$ cat config.mk
export PLATFORM = sky130hd
export DESIGN_NAME = contiguous_frame_allocator_core
export DESIGN_NICKNAME = d
export VERILOG_FILES = /design/src/rtl/cfa_pkg.sv /design/src/rtl/contiguous_frame_allocator_core.sv /design/src/rtl/cfa_ctrl.sv /design/src/rtl/cfa_dp.sv
export SDC_FILE = /design/constraint.sdc
export NUM_CORES = 1
export LEC_CHECK = 0
export ABC_CLOCK_PERIOD_IN_PS = 4850
export BUFFER_PORTS_ARGS = -buffer_cell sky130_fd_sc_hd__buf_2
export CAP_MARGIN = 20
export CORE_MARGIN = 1.5
export CORE_UTILIZATION = 50
export CTS_CLUSTER_SIZE = 24
export DETAILED_ROUTE_END_ITERATION = 8
export GPL_ROUTABILITY_DRIVEN = 1
export GPL_TIMING_DRIVEN = 1
export MAX_ROUTING_LAYER = met4
export PLACE_DENSITY = 0.77
export SLEW_MARGIN = 5
export SYNTH_ARGS = -nofsm -noshare
export SYNTH_HDL_FRONTEND = slang
export SYNTH_SLANG_ARGS = --single-unit
$ cat constraint.sdc
create_clock -name clk -period 4.85 [get_ports clk]
set_clock_uncertainty 0.2 [all_clocks]
set_input_delay 0.97 -clock clk [delete_from_list [all_inputs] [get_ports clk]]
set_output_delay 0.97 -clock clk [all_outputs]
set_load 0.005 [all_outputs]
$ cat src/rtl/cfa_pkg.sv
// Shared types and constants for the contiguous frame allocator.
// Used by cfa_ctrl, cfa_dp, the core and its checker; no dependencies.
package cfa_pkg;

  localparam logic FUNC_ALLOC = 1'b0;
  localparam logic FUNC_FREE  = 1'b1;

  localparam logic [1:0] ST_ALLOC   = 2'd0;
  localparam logic [1:0] ST_NOSPACE = 2'd1;
  localparam logic [1:0] ST_FREED   = 2'd2;
  localparam logic [1:0] ST_NOTHEAD = 2'd3;

  typedef struct packed {
    logic        func;
    logic [15:0] size_bytes;
    logic [3:0]  free_frame;
  } req_t;

  typedef struct packed {
    logic [1:0] status;
    logic [3:0] start_frame;
    logic [4:0] frame_count;
  } rsp_t;

  typedef enum logic [1:0] {
    S_IDLE,
    S_SCAN,
    S_WRITE
  } state_t;

  typedef struct packed {
    logic load;
    logic step;
    logic commit;
  } cmd_t;

  typedef struct packed {
    logic done;
  } sts_t;

endpackage

$ cat src/rtl/contiguous_frame_allocator_core.sv
// Top level of the first-fit contiguous frame allocator.
// Depends on cfa_pkg, cfa_ctrl and cfa_dp.
//
//   channel  dir  handshake              payload
//   req      in   req_valid / req_ready  cfa_pkg::req_t (func, size_bytes, free_frame)
//   rsp      out  rsp_valid / rsp_ready  cfa_pkg::rsp_t (status, start_frame, frame_count)
//
// One request at a time. Allocate scans the frame map one frame per cycle
// until a fitting run is found or the last frame has been scanned. Free and
// zero-size allocate skip the scan.
// Synchronous reset marks all frames free; no clearing pass is needed.
// A held result stalls only the commit of the next request.
module contiguous_frame_allocator_core #(
  parameter int NUM_FRAMES  = 16,
  parameter int FRAME_BYTES = 32
) (
  input  logic          clk,
  input  logic          rst,
  input  logic          req_valid,
  output logic          req_ready,
  input  cfa_pkg::req_t req,
  output logic          rsp_valid,
  input  logic          rsp_ready,
  output cfa_pkg::rsp_t rsp
);

  cfa_pkg::cmd_t cmd;
  cfa_pkg::sts_t sts;

  cfa_ctrl u_ctrl (
    .clk       (clk),
    .rst       (rst),
    .req_valid (req_valid),
    .req_ready (req_ready),
    .rsp_valid (rsp_valid),
    .rsp_ready (rsp_ready),
    .sts       (sts),
    .cmd       (cmd)
  );

  cfa_dp #(
    .NUM_FRAMES  (NUM_FRAMES),
    .FRAME_BYTES (FRAME_BYTES)
  ) u_dp (
    .clk (clk),
    .rst (rst),
    .req (req),
    .cmd (cmd),
    .sts (sts),
    .rsp (rsp)
  );

endmodule

$ cat src/rtl/cfa_ctrl.sv
// Controller for the frame allocator: sequences load, scan and commit.
// Depends on cfa_pkg.
module cfa_ctrl (
  input  logic          clk,
  input  logic          rst,
  input  logic          req_valid,
  output logic          req_ready,
  output logic          rsp_valid,
  input  logic          rsp_ready,
  input  cfa_pkg::sts_t sts,
  output cfa_pkg::cmd_t cmd
);

  cfa_pkg::state_t state, state_next;

  always_ff @(posedge clk) begin
    if (rst) begin
      state <= cfa_pkg::S_IDLE;
    end else begin
      state <= state_next;
    end
  end

  always_comb begin
    state_next = state;
    cmd        = '0;
    req_ready  = 1'b0;
    case (state)
      cfa_pkg::S_IDLE: begin
        req_ready = 1'b1;
        if (req_valid) begin
          cmd.load   = 1'b1;
          state_next = cfa_pkg::S_SCAN;
        end
      end
      cfa_pkg::S_SCAN: begin
        if (sts.done) begin
          state_next = cfa_pkg::S_WRITE;
        end else begin
          cmd.step = 1'b1;
        end
      end
      cfa_pkg::S_WRITE: begin
        if (!rsp_valid || rsp_ready) begin
          cmd.commit = 1'b1;
          state_next = cfa_pkg::S_IDLE;
        end
      end
      default: begin
        state_next = cfa_pkg::S_IDLE;
      end
    endcase
  end

  always_ff @(posedge clk) begin
    if (rst) begin
      rsp_valid <= 1'b0;
    end else if (cmd.commit) begin
      rsp_valid <= 1'b1;
    end else if (rsp_ready) begin
      rsp_valid <= 1'b0;
    end
  end

endmodule

$ cat src/rtl/cfa_dp.sv
// Datapath for the frame allocator: frame map, head marks, block lengths,
// first-fit scan counters and the result register. Depends on cfa_pkg.
module cfa_dp #(
  parameter int NUM_FRAMES  = 16,
  parameter int FRAME_BYTES = 32
) (
  input  logic          clk,
  input  logic          rst,
  input  cfa_pkg::req_t req,
  input  cfa_pkg::cmd_t cmd,
  output cfa_pkg::sts_t sts,
  output cfa_pkg::rsp_t rsp
);

  localparam int IW = (NUM_FRAMES > 1) ? $clog2(NUM_FRAMES) : 1;
  localparam int LW = $clog2(NUM_FRAMES + 1);
  localparam int BW = $clog2(NUM_FRAMES * FRAME_BYTES + 1);
  localparam int CW = (BW > 16) ? BW : 16;
  localparam int FW = (IW > 4) ? IW : 4;
  localparam int MW = IW + 2;

  logic [NUM_FRAMES-1:0] reserved;
  logic [NUM_FRAMES-1:0] head;
  logic [LW-1:0]         blen [NUM_FRAMES];

  cfa_pkg::req_t req_r;
  logic [IW-1:0] idx;
  logic [LW-1:0] run;
  logic [BW-1:0] rbytes;
  logic          found;
  logic          done;
  logic [IW-1:0] first;
  logic [LW-1:0] need;

  logic [LW-1:0] run_next;
  logic [BW-1:0] rbytes_next;
  logic          hit;
  logic [IW:0]   end_pos;
  logic [IW:0]   first_full;

  logic [FW-1:0]         fr;
  logic                  in_range;
  logic [IW-1:0]         fidx;
  logic                  head_ok;
  logic [LW-1:0]         flen;
  logic [NUM_FRAMES-1:0] amask;
  logic [NUM_FRAMES-1:0] fmask;
  logic                  is_free;
  cfa_pkg::rsp_t         result;

  // scan step
  always_comb begin
    if (reserved[idx]) begin
      run_next    = '0;
      rbytes_next = '0;
    end else begin
      run_next    = run + LW'(1);
      rbytes_next = rbytes + BW'(FRAME_BYTES);
    end
    hit        = (CW'(rbytes_next) >= CW'(req_r.size_bytes));
    end_pos    = {1'b0, idx} + (IW+1)'(1);
    first_full = end_pos - (IW+1)'(run_next);
  end

  always_ff @(posedge clk) begin
    if (cmd.load) begin
      req_r  <= req;
      idx    <= '0;
      run    <= '0;
      rbytes <= '0;
      found  <= 1'b0;
      done   <= (req.func == cfa_pkg::FUNC_FREE) || (req.size_bytes == 16'd0);
    end else if (cmd.step) begin
      run    <= run_next;
      rbytes <= rbytes_next;
      if (hit) begin
        found <= 1'b1;
        done  <= 1'b1;
        first <= first_full[IW-1:0];
        need  <= run_next;
      end else if (idx == IW'(NUM_FRAMES - 1)) begin
        done <= 1'b1;
      end else begin
        idx <= idx + IW'(1);
      end
    end
  end

  assign sts.done = done;

  // result and commit
  always_comb begin
    is_free  = (req_r.func == cfa_pkg::FUNC_FREE);
    fr       = FW'(req_r.free_frame);
    in_range = ({1'b0, fr} < (FW+1)'(NUM_FRAMES));
    fidx     = IW'(fr);
    head_ok  = in_range && head[fidx];
    flen     = blen[fidx];
    for (int i = 0; i < NUM_FRAMES; i++) begin
      amask[i] = (MW'(i) >= MW'(first)) && (MW'(i) < (MW'(first) + MW'(need)));
      fmask[i] = (MW'(i) >= MW'(fidx)) && (MW'(i) < (MW'(fidx) + MW'(flen)));
    end
    result = '0;
    if (is_free) begin
      if (head_ok) begin
        result.status      = cfa_pkg::ST_FREED;
        result.start_frame = req_r.free_frame;
        result.frame_count = 5'(flen);
      end else begin
        result.status = cfa_pkg::ST_NOTHEAD;
      end
    end else if (found) begin
      result.status      = cfa_pkg::ST_ALLOC;
      result.start_frame = 4'(first);
      result.frame_count = 5'(need);
    end else begin
      result.status = cfa_pkg::ST_NOSPACE;
    end
  end

  always_ff @(posedge clk) begin
    if (rst) begin
      reserved <= '0;
      head     <= '0;
    end else if (cmd.commit) begin
      if (is_free && head_ok) begin
        reserved <= reserved & ~fmask;
        head     <= head & ~fmask;
      end else if (!is_free && found) begin
        reserved    <= reserved | amask;
        head[first] <= 1'b1;
      end
    end
  end

  always_ff @(posedge clk) begin
    if (cmd.commit && !is_free && found) begin
      blen[first] <= need;
    end
  end

  always_ff @(posedge clk) begin
    if (cmd.commit) begin
      rsp <= result;
    end
  end

endmodule

==> results.ini, run 1 <==
[worst_setup_path]
crit_type=flip-flop to flip-flop
end_kind=flip-flop
worstPathRequired_ns=5.02
endpoint=u_dp.reserved[6]$_SDFFE_PP0P_
reg2reg_slack_ns=0.31
cp_max_fo=10
arrival_ns=4.72
ff2ff_path_depth=13
critPathLaunchType=flip-flop
r2r_end=u_dp.reserved[6]$_SDFFE_PP0P_

[timing]
rsz0062_at_grt=no
fmaxAchievable_mhz=220
tightestPinTransition_ns=1.07
hold_viol=0
worst_slew_margin_rel=0.287
fin_hold_ws_ns=0.261
setup_viol=0
fin_crit_ns=4.54
slew_violations=0
tns_ns=0
fin_crit_sh=0.937

[finish]
nFillCells=1319
final_cells=963
synthToLayoutAreaGrowth_pct=11.6
diodes=0
drive_gt1_frac=0.159
nets=783
utilization=0.569
fin_area_sq_um=9370

[pwr]
power_frac_seq=0.501
sw_frac_of_total=0.255
combPwrFrac=0.103
p_sw_uw=867
powerDensity_nw_per_um2=362
p_clk_frac=0.396
p_int_mw=2.53
leakage_nw=3.47
vdd_drop_max_uv=330

[synth]
syn-num-nets=748
avgSynthCellArea_sq_um=12.1
synth_flop_cell=edfxtp_1
synth-async-reset-ratio=0
yosysWarnings=0
synth_seq_cells=181
synth.distinct_cells=62
synth.top_cell.area_share=0.436
syn-cell-area_sq_um=8390
ys_seq_area_frac=0.577
synthTopCellsByArea=edfxtp_1 (44%), dfxtp_1 (14%), mux4_2 (6.2%)
synth_edf_count=122
synth_cells=695
yosys.area.top_type=edfxtp_1

[clock_tree]
hold_buffers=0
clkSinkCount=181
numCtsBuffers=17
clk_latency_ns=0.44
cts_tree=built
clkTransAtPathRegs_ns=0.07
cts-root-buf=clkbuf_16
postCtsSetupRepairBufs=0
clockBufferDepth=2
cts_resized=0
htree_levels=4

[die]
io_pins=38
rows=47
start_util=0.510
die_x_um=133
die_h_um=133
dieArea_sq_um=17600
core-area_sq_um=16500

[placed_design]
portBuffers=37
dp.cells=930
place_area_sq_um=8790
gp_congestion=0.953
dpl.hpwl_um=14400

[detailed_routing]
wire_per_inst_um=20.9
drc=0
vias_per_cell=5.97
vias=5750
antenna_left=0
first_pass_iters=5
drtIter0Drc=753
wirelength_um=20100

[grt]
antenna_found_initial=0
grt-ovfl-total=0
grt_max_degree=29
top_usage_layer=met2
met1_usage=0.299
grtUsageMet3=0.0563
track_usage=0.244
met2_usage=0.389
grt_pass1_wl_um=31100
grt_pass1_vias=5730

[flow_run]
cap_violations=0

[hold_path]
hp-class=flip-flop to flip-flop

[outcome]
outcome=finished, final reports clean

==> kinds of logic after synthesis <==
kind of cell	after synthesis	synth area share
muxes	45	0.0927
and+or+nand+nor	247	0.147
xor gates and xnor gates	13	0.0136
AOI/OAI and AO/OA	120	0.0959
DFF	181	0.577
adders and majority gates	28	0.0444
buffers and inverters	61	0.0297
==> layer usage <==
| metal | vias up | wire, um |
|---|---|---|
| met5 | - | 0 |
| met2 | 251 | 9790 |
| met3 | 50 | 1430 |
| li1 | 2653 | - |
| met4 | 0 | 688 |
| met1 | 2796 | 8230 |
==> state kept, by name, summed over array words and instances, names as in the netlist, 2 cells and up, named ones only <==
name,count
u_ctrl.state,2
u_dp.blen,80
u_dp.fidx,4
u_dp.first,4
u_dp.head,16
u_dp.idx,4
u_dp.need,5
u_dp.rbytes,10
u_dp.req_r,16
u_dp.reserved,16
u_dp.rsp,11
u_dp.run,5
==> through the flow <==
| stage | worst slack (ns) | power, mW |
|---|---|---|
| final | 0.307 | 3.39 |
| after global placement | 0.406 | 2.07 |
| after floorplan | 0.817 | 1.97 |
| after CTS | 0.313 | 3.40 |
| after global routing | 0.0379 | 3.49 |
| after detailed placement | 0.374 | 2.08 |
==> synth_stat cells, drive strengths merged, types with 14 or more instances <==
cell    count
ha         25
nor3       18
mux4       25
inv        28
mux2i      14
nand3      20
nor2b      22
a21oi      22
clkbuf     25
nand2b     17
edfxtp    122
nand2      51
o21ai      29
nor2       72
dfxtp      59
a31oi      14
==> power groups by stage <==
| stage | clock network, mW | registers [mW] | logic [mW] |
|---|---|---|---|
| 2_1_floorplan | 0 | 1.70 | 0.266 |
| 3_3_place_gp | 0 | 1.73 | 0.332 |
| 3_5_place_dp | 0 | 1.74 | 0.342 |
| 4_1_cts | 1.36 | 1.70 | 0.344 |
| 5_1_grt | 1.41 | 1.70 | 0.377 |
| 6_report | 1.34 | 1.70 | 0.351 |
==> placed cells by master, fill, tap and decap left out, types with 5 or more instances in the layout <==
cell	synthesis	final
edfxtp_1	122	122
nand3_1	20	20
a22o_1	11	11
mux4_2	23	23
o21ai_0	26	26
mux2i_1	14	14
a31oi_1	14	14
buf_4	2	11
mux2_2	6	6
inv_1	28	28
a21oi_1	22	22
nand2b_1	17	17
ha_1	25	25
nor2_1	71	71
nor3_1	18	18
dfxtp_1	59	59
nor4_1	6	6
nand2_1	51	51
a21o_1	8	8
clkbuf_16	0	17
a211oi_1	5	5
xor2_1	9	9
buf_2	4	37
nand4_1	5	5
and2_1	10	10
nor2b_1	22	22
o21a_1	7	7
==> critical path, stage by stage, from the launching register on <==
cell and delay, ns:
dfxtp_1 0.68, buf_4 0.30, mux4_2 0.51, mux4_1 0.57, inv_1 0.12, fa_1 0.29, nor2b_1 0.06, o21ai_0 0.23
or3b_1 0.40, o21ai_2 0.31, buf_4 0.22, a21oi_1 0.14, a211o_1 0.34, nor2_1 0.10
==> how the worst min path moves through the flow <==
stage | startpoint | slack [ns] | cells past startpoint | endpoint
2_1_floorplan | u_dp.rbytes[1]$_SDFFE_PP0P_ | 0.22 | 1 | u_dp.rbytes[1]$_SDFFE_PP0P_
3_3_place_gp | u_dp.rbytes[1]$_SDFFE_PP0P_ | 0.24 | 1 | u_dp.rbytes[1]$_SDFFE_PP0P_
3_5_place_dp | u_dp.rbytes[0]$_SDFFE_PP0P_ | 0.25 | 1 | u_dp.rbytes[0]$_SDFFE_PP0P_
4_1_cts | u_dp.rbytes[2]$_SDFFE_PP0P_ | 0.27 | 1 | u_dp.rbytes[2]$_SDFFE_PP0P_
5_1_grt | u_dp.rbytes[2]$_SDFFE_PP0P_ | 0.28 | 1 | u_dp.rbytes[2]$_SDFFE_PP0P_
6_report | u_dp.rbytes[2]$_SDFFE_PP0P_ | 0.26 | 1 | u_dp.rbytes[2]$_SDFFE_PP0P_
==> cell type report <==
| type | count | area, sq um | share of cell area |
|---|---|---|---|
| well taps | 220 | 275 | 0.0294 |
| multi-input cells | 453 | 3300 | 0.352 |
| clock inverters | 15 | 144 | 0.0154 |
| inverters | 29 | 109 | 0.0116 |
| flip-flops and latches | 181 | 4840 | 0.517 |
| repair buffers | 48 | 268 | 0.0286 |
| clock buffers | 17 | 425 | 0.0454 |
No activity file was read; power rests on OpenSTA's default activity.
==> run 2, diff against run 1 <==
--- a/config.mk
+++ b/config.mk
@@ -16,6 +16,7 @@
 export GPL_TIMING_DRIVEN = 1
 export MAX_ROUTING_LAYER = met4
 export PLACE_DENSITY = 0.77
+export RECOVER_POWER = 100
 export SLEW_MARGIN = 5
 export SYNTH_ARGS = -nofsm -noshare
 export SYNTH_HDL_FRONTEND = slang
==> run 2 against run 1 <==
  * The flow now finishes with violations (max-capacitance violations, max-slew violations)
  * Sequential power about the same
  * Non-clock buffer count unchanged
  * Global-route usage unchanged
  * Setup slack improved by 0.019 ns
  * Maximum frequency increased by 0.42%
  * Clock-buffer cell count unchanged
  * Die area unchanged
  * Critical path depth unchanged
  * Sequential cell count unchanged
  * Core utilization decreased by 0.17 points
==> results.ini, run 2 (synthesis gave the netlist of run 1 again) <==
[outcome]
outcome=finished, violations left
violations=max-capacitance violations, max-slew violations

[detailed_routing]
drtIter0Drc=837
vias=5786
wire_per_inst_um=21.0
vias_per_cell=6.01
antenna_left=0
first_pass_iters=5
wirelength_um=20200
drc=0

[finish]
final_cells=963
diodes=0
top_register=u_dp.blen
drive_gt1_frac=0.129
layout_common_cells=edfxtp_1 (122), nor2_1 (71), dfxtp_1 (59)
layout_commonest_cell=edfxtp_1
nets=783
fin_area_sq_um=9340
synthToLayoutAreaGrowth_pct=11.2
nFillCells=1332
largest_reg_flops=80

[clock_tree]
clk_latency_ns=0.44
numCtsBuffers=17
clockBufferDepth=2
htree_levels=4
cts_tree=built
postCtsSetupRepairBufs=0
clkSinkCount=181
hold_buffers=0
cts_resized=0
cts-root-buf=clkbuf_16
clkTransAtPathRegs_ns=0.07

[placed_design]
gp_congestion=0.953
portBuffers=37
place_area_sq_um=8790
dp.cells=930
dpl.hpwl_um=14400

[grt]
grt_max_degree=29
antenna_found_initial=0
grt_pass1_vias=5730
grt-ovfl-total=0
track_usage=0.244
grt_pass1_wl_um=31100

[timing]
worst_slew_margin_rel=-0.0472
fin_crit_ns=4.52
slew_violations=29
setup_viol=0
tns_ns=0
rsz0062_at_grt=no
tightestPinTransition_ns=1.57
fin_crit_sh=0.933
fmaxAchievable_mhz=221
fin_hold_ws_ns=0.264
hold_viol=0

[worst_setup_path]
worstPathRequired_ns=5.02
worstPathCellList=buf_4 > mux4_2 > mux4_1 > inv_1 > fa_1 > nor2b_1 > o21ai_0 > or3b_1 > o21ai_2 > buf_4 > a21oi_1 > a211o_1 > nor2_1
arrival_ns=4.70
end_kind=flip-flop
critPathLaunchType=flip-flop
crit_path_frequent_cell=buf_4
crit_type=flip-flop to flip-flop
max_stage_delay_ns=0.68
cp_max_fo=10
critPathTopFamily=multiplexers
crit_path_top_delay_cell=dfxtp_1
reg2reg_slack_ns=0.33
crit_buf_inv=3

[die]
io_pins=38
dieArea_sq_um=17600
die_x_um=133
rows=47
start_util=0.510
die_h_um=133
core-area_sq_um=16500

[pwr]
p_total_mw=3.40
vdd_drop_max_uv=331
powerDensity_nw_per_um2=364
leakage_nw=3.40

[hold_path]
hp-class=flip-flop to flip-flop

[flow_run]
cap_violations=1

[run 2: cell count changes in the layout (fill, tap and decap cells not counted), sizes merged]
cell / delta
buf: -20
clkbuf: +20
[run 2: where the power goes]
group	total, mW	leakage (nW)	switching, mW	internal (mW)
clock network	1.35	0.274	0.626	0.720
registers	1.70	1.59	0.0413	1.66
logic	0.348	1.53	0.202	0.146
total	3.40	3.40	0.870	2.53
[run 2: final timing paths]
path | startpoint | end | cells past startpoint
max | flip-flop | u_dp.reserved[6]$_SDFFE_PP0P_ | 13
min | u_dp.rbytes[2]$_SDFFE_PP0P_ | u_dp.rbytes[2]$_SDFFE_PP0P_ | 1
max reg2reg | flip-flop | u_dp.reserved[6]$_SDFFE_PP0P_ | 13
min reg2reg | u_dp.rbytes[2]$_SDFFE_PP0P_ | u_dp.rbytes[2]$_SDFFE_PP0P_ | 1
[run 2: through the flow]
stage                util  worst slack [ns]
floorplan               -             0.817
global placement    0.534             0.406
detailed placement  0.534             0.374
CTS                 0.568             0.313
global route        0.567            0.0357
finish              0.567             0.326
[run 2: area by class of cell]
type / instances / area, sq um / share of cell area
clock buffers: 17 / 425 / 0.0456
clock inverters: 15 / 144 / 0.0154
inverters: 29 / 109 / 0.0117
multi-input cells: 453 / 3300 / 0.353
flip-flops and latches: 181 / 4840 / 0.519
well taps: 220 / 275 / 0.0295
repair buffers: 48 / 239 / 0.0256
[run 2: metal layers]
| metal | global-route usage | routed length, um | part of all wire |
|---|---|---|---|
| met1 | 0.299 | 8080 | 0.40 |
| met2 | 0.389 | 9850 | 0.49 |
| met3 | 0.0563 | 1590 | 0.079 |
| met4 | 0.109 | 677 | 0.034 |
| met5 | - | 0 | 0 |
